--- src/rtl/imdl_pkg.sv ---
// Shared types and constants for the indexed mesh display list parser.
// Result record layout, record kind codes, error codes, format codes, register map.
// No dependencies.
package imdl_pkg;

    localparam int ATTR_W = 5;

    localparam logic [2:0] KIND_PRIM  = 3'd0;
    localparam logic [2:0] KIND_VALUE = 3'd1;
    localparam logic [2:0] KIND_END   = 3'd2;
    localparam logic [2:0] KIND_USAGE = 3'd3;
    localparam logic [2:0] KIND_ERROR = 3'd4;

    localparam logic [1:0] ERR_NONE   = 2'd0;
    localparam logic [1:0] ERR_CMD    = 2'd1;
    localparam logic [1:0] ERR_DIRECT = 2'd2;

    localparam logic [1:0] FMT_NONE   = 2'd0;
    localparam logic [1:0] FMT_DIRECT = 2'd1;
    localparam logic [1:0] FMT_IDX8   = 2'd2;
    localparam logic [1:0] FMT_IDX16  = 2'd3;

    // Highest attribute number that may use direct format (matrix indexes)
    localparam int MTX_ATTR_LAST = 2;

    localparam int PADDR_W = 5;
    localparam int PDATA_W = 64;
    localparam logic [1:0] REG_ENABLE  = 2'd0;
    localparam logic [1:0] REG_FORMATS = 2'd1;
    localparam logic [1:0] REG_LENGTH  = 2'd2;

    localparam int QDEPTH = 4;
    localparam int QPTR_W = 2;
    localparam int QCNT_W = 3;

    typedef struct packed {
        logic [2:0]        kind;
        logic [3:0]        primitive_type;
        logic [2:0]        vertex_format;
        logic [15:0]       vertex_count;
        logic [15:0]       vertex_number;
        logic [ATTR_W-1:0] attribute;
        logic [15:0]       index_value;
        logic              all_ones_flag;
        logic [1:0]        error_code;
        logic              last;
    } result_t;

endpackage

--- src/rtl/indexed_mesh_display_list_parser.sv ---
// Top level of the indexed mesh display list parser: configuration registers and wiring.
// Depends on imdl_pkg, imdl_front, imdl_fifo, imdl_back.
//
//   channel  | handshake             | payload
//   input    | in_valid / in_ready   | data_byte, list_start
//   output   | out_valid / out_ready | kind ... last (one result record per beat)
//   config   | psel/penable/pwrite   | paddr, pwdata, prdata (pready tied high)
//
// A byte is parsed in the cycle it is accepted, so bytes go in at one per cycle
// while the queue has room and no end, usage or error record is pending. A byte
// that ends the list is followed by the list end record and a walk of the usage
// store up to the highest used attribute (at most NUM_ATTRIBUTES); a direct-format
// error after a value or a primitive start adds an error record. Records go through
// the queue and the output register. The parser pushes one record per cycle, while
// there is room, into a QDEPTH-entry queue; output stalls back up into that queue.
// Reset clears all parse state and registers; no clearing pass is needed.
module indexed_mesh_display_list_parser #(
    parameter int NUM_ATTRIBUTES = 21
) (
    input  logic                           clk,
    input  logic                           rst_n,
    input  logic                           in_valid,
    output logic                           in_ready,
    input  logic [7:0]                     data_byte,
    input  logic                           list_start,
    output logic                           out_valid,
    input  logic                           out_ready,
    output logic [2:0]                     kind,
    output logic [3:0]                     primitive_type,
    output logic [2:0]                     vertex_format,
    output logic [15:0]                    vertex_count,
    output logic [15:0]                    vertex_number,
    output logic [imdl_pkg::ATTR_W-1:0]    attribute,
    output logic [15:0]                    index_value,
    output logic                           all_ones_flag,
    output logic [1:0]                     error_code,
    output logic                           last,
    input  logic                           psel,
    input  logic                           penable,
    input  logic                           pwrite,
    input  logic [imdl_pkg::PADDR_W-1:0]   paddr,
    input  logic [imdl_pkg::PDATA_W-1:0]   pwdata,
    output logic [imdl_pkg::PDATA_W-1:0]   prdata,
    output logic                           pready
);
    import imdl_pkg::*;

    localparam int N = NUM_ATTRIBUTES;

    logic [N-1:0]   enable_reg;
    logic [2*N-1:0] formats_reg;
    logic [31:0]    length_reg;
    logic [1:0]     reg_idx;
    logic           q_push, q_full, q_pop, q_valid;
    result_t        push_data, q_data, out_data;

    assign pready  = 1'b1;
    assign reg_idx = paddr[PADDR_W-1:3];

    always_ff @(posedge clk or negedge rst_n)
    begin
        if (!rst_n)
        begin
            enable_reg  <= '0;
            formats_reg <= '0;
            length_reg  <= '0;
        end
        else if (psel && penable && pwrite)
        begin
            case (reg_idx)
                REG_ENABLE:  enable_reg  <= pwdata[N-1:0];
                REG_FORMATS: formats_reg <= pwdata[2*N-1:0];
                REG_LENGTH:  length_reg  <= pwdata[31:0];
                default:
                begin
                end
            endcase
        end
    end

    always_comb
    begin
        case (reg_idx)
            REG_ENABLE:  prdata = PDATA_W'(enable_reg);
            REG_FORMATS: prdata = PDATA_W'(formats_reg);
            REG_LENGTH:  prdata = PDATA_W'(length_reg);
            default:     prdata = '0;
        endcase
    end

    imdl_front #(
        .NUM_ATTRIBUTES (NUM_ATTRIBUTES)
    ) u_front (
        .clk          (clk),
        .rst_n        (rst_n),
        .in_valid     (in_valid),
        .in_ready     (in_ready),
        .data_byte    (data_byte),
        .list_start   (list_start),
        .attr_enable  (enable_reg),
        .attr_formats (formats_reg),
        .list_length  (length_reg),
        .q_full       (q_full),
        .q_push       (q_push),
        .q_data       (push_data)
    );

    imdl_fifo u_fifo (
        .clk    (clk),
        .rst_n  (rst_n),
        .push   (q_push),
        .wdata  (push_data),
        .full   (q_full),
        .pop    (q_pop),
        .rvalid (q_valid),
        .rdata  (q_data)
    );

    imdl_back u_back (
        .clk       (clk),
        .rst_n     (rst_n),
        .q_valid   (q_valid),
        .q_data    (q_data),
        .q_pop     (q_pop),
        .out_valid (out_valid),
        .out_ready (out_ready),
        .out_data  (out_data)
    );

    assign kind           = out_data.kind;
    assign primitive_type = out_data.primitive_type;
    assign vertex_format  = out_data.vertex_format;
    assign vertex_count   = out_data.vertex_count;
    assign vertex_number  = out_data.vertex_number;
    assign attribute      = out_data.attribute;
    assign index_value    = out_data.index_value;
    assign all_ones_flag  = out_data.all_ones_flag;
    assign error_code     = out_data.error_code;
    assign last           = out_data.last;

endmodule

--- src/rtl/imdl_front.sv ---
// Front end: accepts display list bytes, parses commands and indexes, keeps usage maxima.
// Pushes result records into the queue; one record per cycle while the queue has room.
// Depends on imdl_pkg.
module imdl_front #(
    parameter int NUM_ATTRIBUTES = 21
) (
    input  logic                          clk,
    input  logic                          rst_n,
    input  logic                          in_valid,
    output logic                          in_ready,
    input  logic [7:0]                    data_byte,
    input  logic                          list_start,
    input  logic [NUM_ATTRIBUTES-1:0]     attr_enable,
    input  logic [2*NUM_ATTRIBUTES-1:0]   attr_formats,
    input  logic [31:0]                   list_length,
    input  logic                          q_full,
    output logic                          q_push,
    output imdl_pkg::result_t             q_data
);
    import imdl_pkg::*;

    localparam int N  = NUM_ATTRIBUTES;
    localparam int AW = (N > 1) ? $clog2(N) : 1;
    localparam int PW = $clog2(N + 1);

    typedef enum logic [2:0] {
        PH_CMD, PH_CNT_HI, PH_CNT_LO, PH_IDX, PH_IDX_LO, PH_DONE, PH_HALT
    } phase_t;

    typedef enum logic [1:0] {F_RUN, F_ERR, F_END, F_DUMP} fsm_t;

    function automatic logic [AW:0] lowest(input logic [N-1:0] m);
        logic [AW:0] r;
        r = '0;
        for (int i = N - 1; i >= 0; i--)
        begin
            if (m[i])
                r = {1'b1, AW'(i)};
        end
        return r;
    endfunction

    fsm_t          fsm_reg, fsm_next;
    phase_t        phase_reg, phase_next;
    logic [31:0]   bc_reg, bc_next;
    logic [15:0]   vr_reg, vr_next;
    logic [15:0]   cv_reg, cv_next;
    logic [AW-1:0] ca_reg, ca_next;
    logic [7:0]    hold_reg, hold_next;
    logic [7:0]    cmd_reg, cmd_next;
    logic [N-1:0]  seen_reg, seen_next;
    logic [N-1:0]  val_reg, val_next;
    logic [AW-1:0] dump_reg, dump_next;
    result_t       errb_reg, errb_next;
    logic [15:0]   umax_mem [N];

    phase_t        e_phase;
    logic [31:0]   e_bc;
    logic [15:0]   e_vr, e_cv;
    logic [AW-1:0] e_ca;
    logic [7:0]    e_hold, e_cmd;
    logic [N-1:0]  e_seen;
    logic [N-1:0]  e_val;

    logic [N-1:0]  cand, zm;
    logic          accept;
    logic [31:0]   bc_inc;
    logic [15:0]   cnt;
    logic [1:0]    fmt_cur;
    logic [AW-1:0] rd_addr;
    logic [15:0]   umax_rd;
    logic          have_a, have_b, go_end, sk_use, rec_do, rec_we;
    logic [15:0]   rec_val;
    result_t       rec_a;

    logic [PW-1:0] sk_p;
    logic [15:0]   sk_cv, sk_vr, vr1, cv1;
    logic [N-1:0]  geq, lt1, lt2, sk_mark;
    logic [AW:0]   l1, l2;
    logic          sk_hit, sk_err;
    logic [AW-1:0] sk_a;
    logic [15:0]   sk_cvo, sk_vro;
    logic [N-1:0]  hi_mask;
    logic          seen_d, last_u;

    // Effective state: list_start drops the previous list
    always_comb
    begin
        e_phase = list_start ? PH_CMD : phase_reg;
        e_bc    = list_start ? '0 : bc_reg;
        e_vr    = list_start ? '0 : vr_reg;
        e_cv    = list_start ? '0 : cv_reg;
        e_ca    = list_start ? '0 : ca_reg;
        e_hold  = list_start ? '0 : hold_reg;
        e_cmd   = list_start ? '0 : cmd_reg;
        e_seen  = list_start ? '0 : seen_reg;
        e_val   = list_start ? '0 : val_reg;
    end

    always_comb
    begin
        for (int i = 0; i < N; i++)
        begin
            cand[i] = attr_enable[i] && (attr_formats[2*i +: 2] != FMT_NONE);
            zm[i]   = attr_enable[i] && (attr_formats[2*i +: 2] == FMT_NONE);
        end
    end

    assign accept  = (fsm_reg == F_RUN) && in_valid && !q_full;
    assign in_ready = (fsm_reg == F_RUN) && !q_full;
    assign bc_inc  = (e_bc == 32'hffff_ffff) ? e_bc : e_bc + 32'd1;
    assign cnt     = {e_hold, data_byte};
    assign fmt_cur = attr_formats[2*e_ca +: 2];
    assign rd_addr = (fsm_reg == F_DUMP) ? dump_reg : e_ca;
    assign umax_rd = umax_mem[rd_addr];

    // Next attribute that reads a byte, wrapping to the next vertex at most once;
    // attributes with format none that are skipped count as used.
    assign sk_p  = (e_phase == PH_CNT_LO) ? '0 : PW'(e_ca) + PW'(1);
    assign sk_cv = (e_phase == PH_CNT_LO) ? '0 : e_cv;
    assign sk_vr = (e_phase == PH_CNT_LO) ? cnt : e_vr;
    assign vr1   = sk_vr - 16'd1;
    assign cv1   = sk_cv + 16'd1;
    assign l1    = lowest(cand & geq);
    assign l2    = lowest(cand);

    always_comb
    begin
        for (int i = 0; i < N; i++)
        begin
            geq[i] = (i >= int'(sk_p));
            lt1[i] = (i < int'(l1[AW-1:0]));
            lt2[i] = (i < int'(l2[AW-1:0]));
        end
        if (l1[AW])
        begin
            sk_hit = 1'b1; sk_a = l1[AW-1:0]; sk_cvo = sk_cv; sk_vro = sk_vr;
            sk_mark = zm & geq & lt1;
        end
        else if (vr1 == 16'd0)
        begin
            sk_hit = 1'b0; sk_a = '0; sk_cvo = cv1; sk_vro = '0;
            sk_mark = zm & geq;
        end
        else if (l2[AW])
        begin
            sk_hit = 1'b1; sk_a = l2[AW-1:0]; sk_cvo = cv1; sk_vro = vr1;
            sk_mark = (zm & geq) | (zm & lt2);
        end
        else
        begin
            sk_hit = 1'b0; sk_a = '0; sk_cvo = cv1 + vr1; sk_vro = '0;
            sk_mark = zm;
        end
        sk_err = sk_hit && (attr_formats[2*sk_a +: 2] == FMT_DIRECT)
                 && (int'(sk_a) > MTX_ATTR_LAST);
    end

    // Byte parse
    always_comb
    begin
        phase_next = e_phase;
        bc_next    = e_bc;
        vr_next    = e_vr;
        cv_next    = e_cv;
        ca_next    = e_ca;
        hold_next  = e_hold;
        cmd_next   = e_cmd;
        seen_next  = e_seen;
        val_next   = e_val;
        errb_next  = errb_reg;
        have_a     = 1'b0;
        have_b     = 1'b0;
        go_end     = 1'b0;
        sk_use     = 1'b0;
        rec_do     = 1'b0;
        rec_val    = '0;
        rec_a      = '0;
        case (e_phase)
            PH_CMD:
            begin
                if (e_bc >= list_length)
                    go_end = 1'b1;
                else
                begin
                    bc_next = bc_inc;
                    if (data_byte == 8'h00)
                        go_end = 1'b1;
                    else if (!data_byte[7])
                    begin
                        have_a           = 1'b1;
                        rec_a.kind       = KIND_ERROR;
                        rec_a.error_code = ERR_CMD;
                        phase_next       = PH_HALT;
                    end
                    else
                    begin
                        cmd_next   = data_byte;
                        phase_next = PH_CNT_HI;
                    end
                end
            end
            PH_CNT_HI:
            begin
                bc_next    = bc_inc;
                hold_next  = data_byte;
                phase_next = PH_CNT_LO;
            end
            PH_CNT_LO:
            begin
                bc_next              = bc_inc;
                have_a               = 1'b1;
                rec_a.kind           = KIND_PRIM;
                rec_a.primitive_type = e_cmd[6:3];
                rec_a.vertex_format  = e_cmd[2:0];
                rec_a.vertex_count   = cnt;
                cv_next    = '0;
                ca_next    = '0;
                vr_next    = cnt;
                phase_next = PH_CMD;
                if (cnt != 16'd0)
                begin
                    if (cand == '0)
                    begin
                        seen_next = e_seen | zm;
                        vr_next   = '0;
                    end
                    else
                        sk_use = 1'b1;
                end
            end
            PH_IDX:
            begin
                bc_next = bc_inc;
                if (fmt_cur == FMT_IDX16)
                begin
                    hold_next  = data_byte;
                    phase_next = PH_IDX_LO;
                end
                else
                begin
                    rec_do  = 1'b1;
                    rec_val = {8'h00, data_byte};
                    sk_use  = 1'b1;
                end
            end
            PH_IDX_LO:
            begin
                bc_next = bc_inc;
                rec_do  = 1'b1;
                rec_val = {e_hold, data_byte};
                sk_use  = 1'b1;
            end
            default:
            begin
            end
        endcase

        if (rec_do)
        begin
            have_a              = 1'b1;
            rec_a.kind          = KIND_VALUE;
            rec_a.vertex_number = e_cv;
            rec_a.attribute     = ATTR_W'(e_ca);
            rec_a.index_value   = rec_val;
            rec_a.all_ones_flag = (e_phase == PH_IDX_LO) ? (rec_val == 16'hffff)
                                                         : (rec_val == 16'h00ff);
            seen_next[e_ca]     = 1'b1;
            val_next[e_ca]      = 1'b1;
        end

        if (sk_use)
        begin
            seen_next = seen_next | sk_mark;
            ca_next   = sk_a;
            cv_next   = sk_cvo;
            vr_next   = sk_vro;
            if (!sk_hit)
                phase_next = PH_CMD;
            else if (sk_err)
            begin
                phase_next               = PH_HALT;
                have_b                   = 1'b1;
                errb_next                = '0;
                errb_next.kind           = KIND_ERROR;
                errb_next.vertex_number  = sk_cvo;
                errb_next.attribute      = ATTR_W'(sk_a);
                errb_next.error_code     = ERR_DIRECT;
                errb_next.last           = 1'b1;
            end
            else
                phase_next = PH_IDX;
        end

        // Length is checked only once a primitive has completed
        if (phase_next == PH_CMD && bc_next >= list_length && have_a)
            go_end = 1'b1;
        if (go_end)
            phase_next = PH_DONE;
        rec_a.last = !(have_b || go_end);
    end

    assign rec_we = rec_do && (!e_val[e_ca] || (umax_rd <= rec_val));

    // Result sequencing
    always_comb
    begin
        for (int i = 0; i < N; i++)
            hi_mask[i] = (i > int'(dump_reg));
        seen_d    = seen_reg[dump_reg];
        last_u    = ((seen_reg & hi_mask) == '0);
        fsm_next  = fsm_reg;
        dump_next = dump_reg;
        q_push    = 1'b0;
        q_data    = '0;
        case (fsm_reg)
            F_RUN:
            begin
                q_push = accept && have_a;
                q_data = rec_a;
                if (accept)
                begin
                    if (have_b)
                        fsm_next = F_ERR;
                    else if (go_end)
                        fsm_next = F_END;
                end
            end
            F_ERR:
            begin
                q_push = !q_full;
                q_data = errb_reg;
                if (!q_full)
                    fsm_next = F_RUN;
            end
            F_END:
            begin
                q_push      = !q_full;
                q_data.kind = KIND_END;
                q_data.last = (seen_reg == '0);
                dump_next   = '0;
                if (!q_full)
                    fsm_next = (seen_reg == '0) ? F_RUN : F_DUMP;
            end
            F_DUMP:
            begin
                q_push            = seen_d && !q_full;
                q_data.kind       = KIND_USAGE;
                q_data.attribute  = ATTR_W'(dump_reg);
                // used only through format none: the maximum is still zero
                q_data.index_value = val_reg[dump_reg] ? umax_rd : 16'd0;
                q_data.last       = last_u;
                if (!seen_d || !q_full)
                begin
                    if (seen_d && last_u)
                        fsm_next = F_RUN;
                    else
                        dump_next = dump_reg + AW'(1);
                end
            end
            default:
            begin
                fsm_next = F_RUN;
            end
        endcase
    end

    always_ff @(posedge clk or negedge rst_n)
    begin
        if (!rst_n)
        begin
            fsm_reg   <= F_RUN;
            phase_reg <= PH_CMD;
            bc_reg    <= '0;
            vr_reg    <= '0;
            cv_reg    <= '0;
            ca_reg    <= '0;
            hold_reg  <= '0;
            cmd_reg   <= '0;
            seen_reg  <= '0;
            val_reg   <= '0;
            dump_reg  <= '0;
            errb_reg  <= '0;
        end
        else
        begin
            fsm_reg  <= fsm_next;
            dump_reg <= dump_next;
            if (accept)
            begin
                phase_reg <= phase_next;
                bc_reg    <= bc_next;
                vr_reg    <= vr_next;
                cv_reg    <= cv_next;
                ca_reg    <= ca_next;
                hold_reg  <= hold_next;
                cmd_reg   <= cmd_next;
                seen_reg  <= seen_next;
                val_reg   <= val_next;
                errb_reg  <= errb_next;
            end
        end
    end

    // Usage maxima; entries not marked in val_reg are never read out
    always_ff @(posedge clk)
    begin
        if (accept && rec_we)
            umax_mem[e_ca] <= rec_val;
    end

    a_push_room: assert property (@(posedge clk) disable iff (!rst_n)
        q_push |-> !q_full)
        else $error("front pushed into a full queue");

    a_attr_range: assert property (@(posedge clk) disable iff (!rst_n)
        int'(ca_reg) < N)
        else $error("current attribute out of range");

    a_hold_input: assert property (@(posedge clk) disable iff (!rst_n)
        (q_push && !q_data.last) |=> !(in_valid && in_ready))
        else $error("byte accepted before its results were all queued");

endmodule

--- src/rtl/imdl_fifo.sv ---
// Result queue between the parser front end and the output stage.
// Small register-based FIFO of result records.
// Depends on imdl_pkg.
module imdl_fifo (
    input  logic              clk,
    input  logic              rst_n,
    input  logic              push,
    input  imdl_pkg::result_t wdata,
    output logic              full,
    input  logic              pop,
    output logic              rvalid,
    output imdl_pkg::result_t rdata
);
    import imdl_pkg::*;

    result_t            mem [QDEPTH];
    logic [QPTR_W-1:0]  wptr_reg, rptr_reg;
    logic [QCNT_W-1:0]  cnt_reg;

    assign full   = (cnt_reg == QCNT_W'(QDEPTH));
    assign rvalid = (cnt_reg != '0);
    assign rdata  = mem[rptr_reg];

    always_ff @(posedge clk)
    begin
        if (push)
            mem[wptr_reg] <= wdata;
    end

    always_ff @(posedge clk or negedge rst_n)
    begin
        if (!rst_n)
        begin
            wptr_reg <= '0;
            rptr_reg <= '0;
            cnt_reg  <= '0;
        end
        else
        begin
            if (push)
                wptr_reg <= wptr_reg + QPTR_W'(1);
            if (pop)
                rptr_reg <= rptr_reg + QPTR_W'(1);
            if (push && !pop)
                cnt_reg <= cnt_reg + QCNT_W'(1);
            else if (pop && !push)
                cnt_reg <= cnt_reg - QCNT_W'(1);
        end
    end

    a_no_overflow: assert property (@(posedge clk) disable iff (!rst_n)
        push |-> !full)
        else $error("queue overflow");

    a_no_underflow: assert property (@(posedge clk) disable iff (!rst_n)
        pop |-> rvalid)
        else $error("queue underflow");

    a_count_bound: assert property (@(posedge clk) disable iff (!rst_n)
        int'(cnt_reg) <= QDEPTH)
        else $error("queue count beyond depth");

endmodule

--- src/rtl/imdl_back.sv ---
// Output stage: drains queue into output register, one beat per cycle unless stalled.
// Depends on imdl_pkg.
module imdl_back (
    input  logic              clk,
    input  logic              rst_n,
    input  logic              q_valid,
    input  imdl_pkg::result_t q_data,
    output logic              q_pop,
    output logic              out_valid,
    input  logic              out_ready,
    output imdl_pkg::result_t out_data
);
    import imdl_pkg::*;

    logic    vld_reg;
    result_t data_reg;

    // Advance when the output register is empty or its beat is taken
    assign q_pop     = q_valid && (!vld_reg || out_ready);
    assign out_valid = vld_reg;
    assign out_data  = data_reg;

    always_ff @(posedge clk or negedge rst_n)
    begin
        if (!rst_n)
            vld_reg <= 1'b0;
        else if (!vld_reg || out_ready)
            vld_reg <= q_valid;
    end

    always_ff @(posedge clk)
    begin
        if (q_pop)
            data_reg <= q_data;
    end

endmodule
--- config.mk ---
export PLATFORM = sky130hd
export DESIGN_NAME = indexed_mesh_display_list_parser
export DESIGN_NICKNAME = d
export VERILOG_FILES = /design/src/rtl/imdl_pkg.sv /design/src/rtl/indexed_mesh_display_list_parser.sv /design/src/rtl/imdl_front.sv /design/src/rtl/imdl_fifo.sv /design/src/rtl/imdl_back.sv
export SDC_FILE = /design/constraint.sdc
export NUM_CORES = 2
export LEC_CHECK = 0
export BUFFER_PORTS_ARGS = -buffer_cell sky130_fd_sc_hd__buf_2
export CAP_MARGIN = 10
export CORE_MARGIN = 2
export CORE_UTILIZATION = 56
export DETAILED_ROUTE_END_ITERATION = 7
export GPL_TIMING_DRIVEN = 0
export HOLD_SLACK_MARGIN = 0.15
export PLACE_DENSITY_LB_ADDON = 0.12
export SETUP_SLACK_MARGIN = 0.5
export SYNTH_ARGS = -nofsm -noshare
export SYNTH_HDL_FRONTEND = slang
export SYNTH_SLANG_ARGS = --single-unit
--- constraint.sdc ---
create_clock -name clk -period 6.3 [get_ports clk]
set_input_delay 0.315 -clock clk [delete_from_list [all_inputs] [get_ports clk]]
set_output_delay 0.315 -clock clk [all_outputs]
set_load 0.02 [all_outputs]
# [Word level (Yosys, flattened, before mapping)]
# Memory sizes are Yosys's and may differ from the RTL's. A register that Yosys moved wholly into a read port is not among the register bits.
# Cells that the tools add are included.
[totals] input_bits=85 elab_cells=457 memories=2 mem_bits_rw=604 register_bits=262
[memory_table] name="u_front.umax_mem" depth=21 width=16 rd=1 rd_clocked_by_memory_dff=0 wr=1 line="imdl_front.sv:55" text="logic [15:0] umax_mem [N];"
[memory_table] name="u_fifo.mem" depth=4 width=67 rd=1 rd_clocked_by_memory_dff=1 wr=1 line="imdl_fifo.sv:16" text="result_t mem [QDEPTH];"
[op_classes] bitwise_logic=10 n_mux=166 shift=2 n_eq_ne=22 n_lt_le_gt_ge=90 reduce_logical=134 n_addsub=10
[ops] operator="2-to-1 mux 16 bit" n=16
[ops] operator="2-to-1 mux 6 bit" n=42
[ops] operator="2-to-1 mux 21 bit" n=11
[ops] operator="one-hot mux 42 bit (3 select lines)" n=1
[ops] operator="bitwise AND 21 bit" n=5
[ops] operator="bitwise OR 21 bit" n=5
[ops] operator="2-to-1 mux 32 bit" n=3
[ops] operator="indexed part select 42 x 7 -> 2 bit" n=2
[ops] operator="< comparator 4 x 5 -> 1 bit (first input constant)" n=16
[ops] operator="one-hot mux 39 bit (2 select lines)" n=1
[ops] operator=">= comparator 32 bit" n=2
[ops] operator="2-to-1 mux 8 bit" n=8
[ops] operator="one-hot mux 32 bit (2 select lines)" n=1
[ops] operator="zero test 21 bit" n=3
[ops] operator="one-hot mux 21 bit (3 select lines)" n=1
[ops] operator="logical AND 1 bit" n=60
[ops] operator="< comparator 5 bit (first input constant)" n=10
[ops] operator="2-to-1 mux 5 bit" n=10
[ops] operator="2-to-1 mux 3 bit" n=16
[ops] operator="zero test 2 bit" n=23
[ops] operator="nonzero test 2 bit" n=23
[ops] operator=">= comparator 4 x 5 -> 1 bit (first input constant)" n=8
[ops] operator="greater-than comparator 4 x 5 -> 1 bit (first input constant)" n=8
[ops] operator="< comparator 3 x 5 -> 1 bit (first input constant)" n=8
[ops] operator="other kinds (61)" n=151

# [Logic depth before layout (Yosys ltp)]
[depth] depth_word=42 mapped_depth=40

# [By module]
# A second synthesis with hierarchy kept.
[hier_totals] cells_unflattened=3586 area_unflattened_um2=45915.3
[by_module_without_submodules] module="imdl_front" instances=1 cells_each=2803 area_per_inst_um2=29324.4 seq_area_each_um2=14043.5
[by_module_without_submodules] module="imdl_fifo" instances=1 cells_each=385 area_per_inst_um2=10070.9 seq_area_each_um2=8222.9
[by_module_without_submodules] module="indexed_mesh_display_list_parser" instances=1 cells_each=327 area_per_inst_um2=4464.3 seq_area_each_um2=2377.3
[by_module_without_submodules] module="imdl_back" instances=1 cells_each=71 area_per_inst_um2=2055.7 seq_area_each_um2=2037.0

# [Worst setup path after synthesis]
# Ideal clock, no wire load.
[synth_path] path_type="input to register" start="in list_start" end="reg u_front.fsm_reg[1]" t_required_ns=6.167 path_slack_ns=-1.117 path_stages=39 arrival_ns=7.284 n_path_buf=11 setup_time_ns=0.133 path_cell_list="clkbuf_1 clkbuf_1 buf_2 buf_1 clkbuf_1 clkbuf_1 clkbuf_1 clkbuf_1 clkbuf_1 clkbuf_1 nor2b_1 ha_1 a21o_1 a21o_1 a21oi_1 o21ai_0 a211oi_1 o211a_1 (+3 left out) nand3_1 xor2_1 nor2_1 ha_1 a21o_1 a21oi_1 nor2b_1 o21ai_0 nand2b_1 a21oi_1 o21ai_0 a31oi_1 nor3_1 a221o_1 a21oi_1 nand2_1 o21ai_0 a22oi_1"
[synth_via] word_cells_on_any_way=106 classes_between="3 x add/sub; 24 x order compare; 8 x eq/ne; 2 x shift; 58 x mux; 1 x bitwise; 10 x reduce/logical"
[synth_lines] element="from (decl)" line="indexed_mesh_display_list_parser.sv:25" text="input logic list_start,"
[synth_lines] element="2-to-1 mux 32 bit" line="imdl_front.sv:90" text="e_bc = list_start ? '0 : bc_reg;"
[synth_lines] element="adder 32 x 1 -> 32 bit or == test 32 bit (tied branches)" line="imdl_front.sv:111" text="assign bc_inc = (e_bc == 32'hffff_ffff) ? e_bc : e_bc + 32'd1;"
[synth_lines] element="2-to-1 mux 32 bit" line="imdl_front.sv:111"
[synth_lines] element="2-to-1 mux 32 bit" line="imdl_front.sv:182" text="if (e_bc >= list_length)"
[synth_lines] element="one-hot mux 32 bit (2 select lines) *" line="imdl_front.sv:179" text="case (e_phase)"
[synth_lines] element="net u_front.bc_next[16]" line="imdl_front.sv:45" text="logic [31:0] bc_reg, bc_next;"
[synth_lines] element=">= comparator 32 bit *" line="imdl_front.sv:296" text="if (phase_next == PH_CMD && bc_next >= list_length && have_a)"
[synth_lines] element="logical AND 1 bit * (2 in series)" line="imdl_front.sv:296"
[synth_lines] element="2-to-1 mux 1 bit *" line="imdl_front.sv:296"
[synth_lines] element="!= test 3 x 1 -> 1 bit (no line) *"
[synth_lines] element="AND reduction 6 bit (no line) *"
[synth_lines] element="to (signal assigned)" line="imdl_front.sv:387" text="fsm_reg <= fsm_next;"
[synth_lines] element="to (decl)" line="imdl_front.sv:43" text="fsm_t fsm_reg, fsm_next;"
# Mark *: on every way through the listed nets, which the timed path passes. The rest lies on a longest branch. The select of a mux whose other input is x is not followed.
# A chain may end at the register's enable or synchronous reset.

# [Worst setup path in the final report]
# Ends and elaborated chain as after synthesis.

==> results.py <==
metrics = {
    "outcome": {
        "status": "complete, no violations",
    },
    "placed_design": {
        "place_inst": 4962,
        "dp_hpwl_um": 99700,
        "gp_congestion": 1.01,
        "portBuffers": 169,
    },
    "drt": {
        "firstDrtPassIters": 6,
        "via_per_inst": 6.46,
        "drc": 0,
        "detail-route-antenna-nets": 0,
        "drtIter0Drc": 4178,
        "wl_per_cell_um": 27.1,
        "vias": 34100,
        "wirelength_um": 143000,
    },
    "power": {
        "p_leak_nw": 20.9,
        "p_per_area_mw_per_mm2": 446,
        "peakVddDrop_mv": 0.393,
        "pwr-share-seq_pct": 36.3,
        "p_int_w": 0.0149,
        "p_sw_w": 0.00936,
        "clkPwrFrac_pct": 23.0,
        "switching_share_pct": 38.6,
        "pwr-share-comb_pct": 40.7,
    },
    "die": {
        "initial_core_util_pct": 56.3,
        "rows": 105,
        "io-pin-count": 219,
        "die_area_mm2": 0.0843,
        "die_x_um": 290,
        "die_h_um": 290,
        "core_area_mm2": 0.0816,
    },
    "synth": {
        "synth_edf_count": 671,
        "synth-seq-cells": 932,
        "synth_area_mm2": 0.0459,
        "async_flop_share_pct": 28.0,
        "synthCells": 3691,
        "avgSynthCellArea_um2": 12.4,
        "yosysSeqAreaShare_pct": 58.1,
        "ys.flop_type": "edfxtp_1",
        "ys_warn_count": 0,
        "yosysUniqueCellTypes": 91,
    },
    "sta": {
        "clock.fmax_mhz": 164,
        "drv_slew": 0,
        "setup_viol_count_final": 0,
        "finClkSkew_ns": 0.0360,
        "finalHoldViolations": 0,
        "slew_headroom_pct": 17.9,
        "min_period_over_period_pct": 97.0,
        "tightestPinTransition_ns": 1.23,
        "finalCriticalPeriod_ns": 6.11,
        "rsz0062_at_grt": "yes",
    },
    "grt": {
        "grt_max_degree": 108,
        "track_usage_pct": 33.7,
        "busiest_layer": "met2",
        "antenna_found_initial": 3,
        "grt_pass1_wl_um": 214000,
        "use_met2_pct": 52.7,
        "grt_pass1_vias": 33400,
        "use_met1_pct": 47.8,
        "met3_usage_pct": 5.61,
        "globalRouteOverflowTotal": 0,
    },
    "clocking": {
        "clock_tree.root_cell": "clkbuf_16",
        "cts_tree": "done",
        "clock-sinks": 932,
        "cts_buffers": 95,
        "clk_pin_slew_ns": 0.06,
        "cts_htree_levels": 3,
        "cts_buffer_depth": 3,
        "clkLatencyLatePin_ns": 0.68,
    },
    "critical_path": {
        "cpPeakStageDelay_ns": 0.54,
        "crit_path_frequent_cell": "clkbuf_16",
        "critPathKind": "in -> reg",
        "arrival_ns": 6.65,
        "cp_max_fo": 6,
        "critical-path-slowest-cell": "a221o_2",
        "start_kind": "input port",
        "cp.required_ns": 6.84,
        "endpoint_kind": "flop",
    },
    "cells_and_area": {
        "nets": 4337,
        "area_delta_synth_final_pct": 18.3,
        "largest-register": "u_front.umax_mem",
        "largest_reg_flops": 336,
        "post-route-util_pct": 66.6,
        "final_cells": 5287,
        "drive_above_1_share_pct": 21.5,
    },
    "flow_run": {
        "maxCapViolCount": 0,
    },
    "worst_hold_path": {
        "hold_class": "in -> async",
    },
}
==> per-stage QoR <==
step                      hold WS [ns]  power, W  setup TNS [ns]  worst slack, ns  area, um2
final                            0.197    0.0242               0            0.187      54300
after global routing             0.244    0.0253               0           0.0138      54300
after CTS                        0.185    0.0239               0            0.282      53900
after detailed placement         0.324    0.0179         -949.37            -2.08      48800
after global placement           0.444    0.0177        -1265.05            -2.06      48500
after floorplan                 0.0194    0.0148               0            0.501      46300
==> metal layers <==
metal | vias up | wire (um)
met2 | 1824 | 66200
met1 | 17100 | 58300
li1 | 14900 | -
met5 | - | 17
met4 | 2 | 5840
met3 | 364 | 13000
==> synth_stat cells (all sizes together), types with 16 or more instances <==
cell / n / area [um2]
edfxtp: 671 / 20100
nand2: 447 / 1680
o21ai: 271 / 1360
dfrtp: 261 / 6530
nor2: 217 / 815
clkbuf: 177 / 664
mux4: 162 / 3650
a21oi: 156 / 781
ha: 112 / 1400
inv: 110 / 413
mux2: 88 / 1010
nand3: 77 / 385
mux2i: 71 / 714
nor2b: 71 / 444
a22o: 69 / 604
buf: 56 / 342
nor3: 53 / 265
nand2b: 51 / 327
and3: 42 / 268
and2: 36 / 225
nand4: 31 / 194
o211ai: 31 / 233
a31oi: 27 / 169
xnor2: 27 / 236
a22oi: 23 / 178
a211oi: 22 / 165
xor2: 22 / 193
a21o: 21 / 158
a32oi: 19 / 166
o31ai: 18 / 145
nor4: 16 / 100
o22ai: 16 / 100
==> final timing paths <==
kind | from | end | slack, ns | cells after the start
setup / recovery | list_start | u_front.fsm_reg[1]$_DFFE_PN0P_ | 0.19 | 38
hold / removal | rst_n | length_reg[31]$_DFFE_PN0P_ | 0.20 | 2
setup reg to reg | u_front.bc_reg[0]$_DFFE_PN0P_ | u_front.fsm_reg[1]$_DFFE_PN0P_ | 0.40 | 29
hold reg to reg | u_front.errb_reg[66]$_DFFE_PN0P_ | u_front.errb_reg[66]$_DFFE_PN0P_ | 0.46 | 1
max in group asynchronous | rst_n | u_front.hold_reg[3]$_DFFE_PN0P_ | 4.66 | 4
min in group clk | penable | length_reg[31]$_DFFE_PN0P_ | 0.23 | 5
==> logic make-up (layout without fill, tap and decap cells) <==
group | Yosys count | in the layout | synth area share, %
AOI/OAI and AO/OA | 811 | 811 | 11.5
xor gates and xnor gates | 49 | 49 | 0.935
adders and majority gates | 114 | 114 | 3.14
buffers and inverters | 343 | 845 | 3.09
DFF | 932 | 932 | 58.1
muxes | 321 | 321 | 11.7
other | 2 | 25 | 0.0164
and+or+nand+nor | 1119 | 1120 | 11.5
==> power groups by stage <==
stage               logic [W]  clock network (W)  registers, W
floorplan             0.00588                  0       0.00891
global placement      0.00886                  0       0.00888
detailed placement    0.00905                  0       0.00887
CTS                   0.00949            0.00563       0.00876
global route           0.0105            0.00588       0.00888
finish                0.00986            0.00556       0.00879
==> worst max-delay path, delay by kind of cell <==
family	cells	cell delay (ns)
AO/OA/AOI/OAI	19	3.50
buffers and inverters	11	1.50
adder cells (fa/ha/maj)	2	0.62
AND/OR/NAND/NOR	6	0.71
==> timing repair <==
action / CTS / global route
resized for setup: 158 / 92
endpoints found under the setup margin: 816 / 536
pin swaps: 67 / 37
hold endpoints to repair: 223 / 0
hold buffers: 53 / 0
gates cloned: 1 / 1
buffers inserted: 79 / 15
==> cell type report <==
cell class / instances / area [um2]
Fill cell: 6000 / 27300
Timing Repair Buffer: 328 / 2640
Inverter: 110 / 413
Buffer: 233 / 1370
Tap cell: 1070 / 1340
Multi-Input combinational cell: 2438 / 18800
Clock inverter: 43 / 500
Clock buffer: 131 / 2570
Sequential cell: 932 / 26700
Antenna cell: 2 / 5.00
==> layout by cell type (no fill, tap or decap), drive strengths merged, types with 31 or more instances in the layout <==
| master | instances |
|---|---|
| nand2b | 51 |
| nor2 | 217 |
| inv | 114 |
| nand3 | 77 |
| dlygate4sd3 | 53 |
| ha | 112 |
| o21ai | 271 |
| mux4 | 162 |
| nand4 | 31 |
| nor2b | 71 |
| dfrtp | 261 |
| and2 | 37 |
| nand2 | 447 |
| mux2 | 88 |
| a21oi | 156 |
| nor3 | 53 |
| mux2i | 71 |
| clkbuf | 300 |
| edfxtp | 671 |
| and3 | 42 |
| a22o | 69 |
| o211ai | 31 |
| buf | 338 |
(Power assumes the default switching activity.)
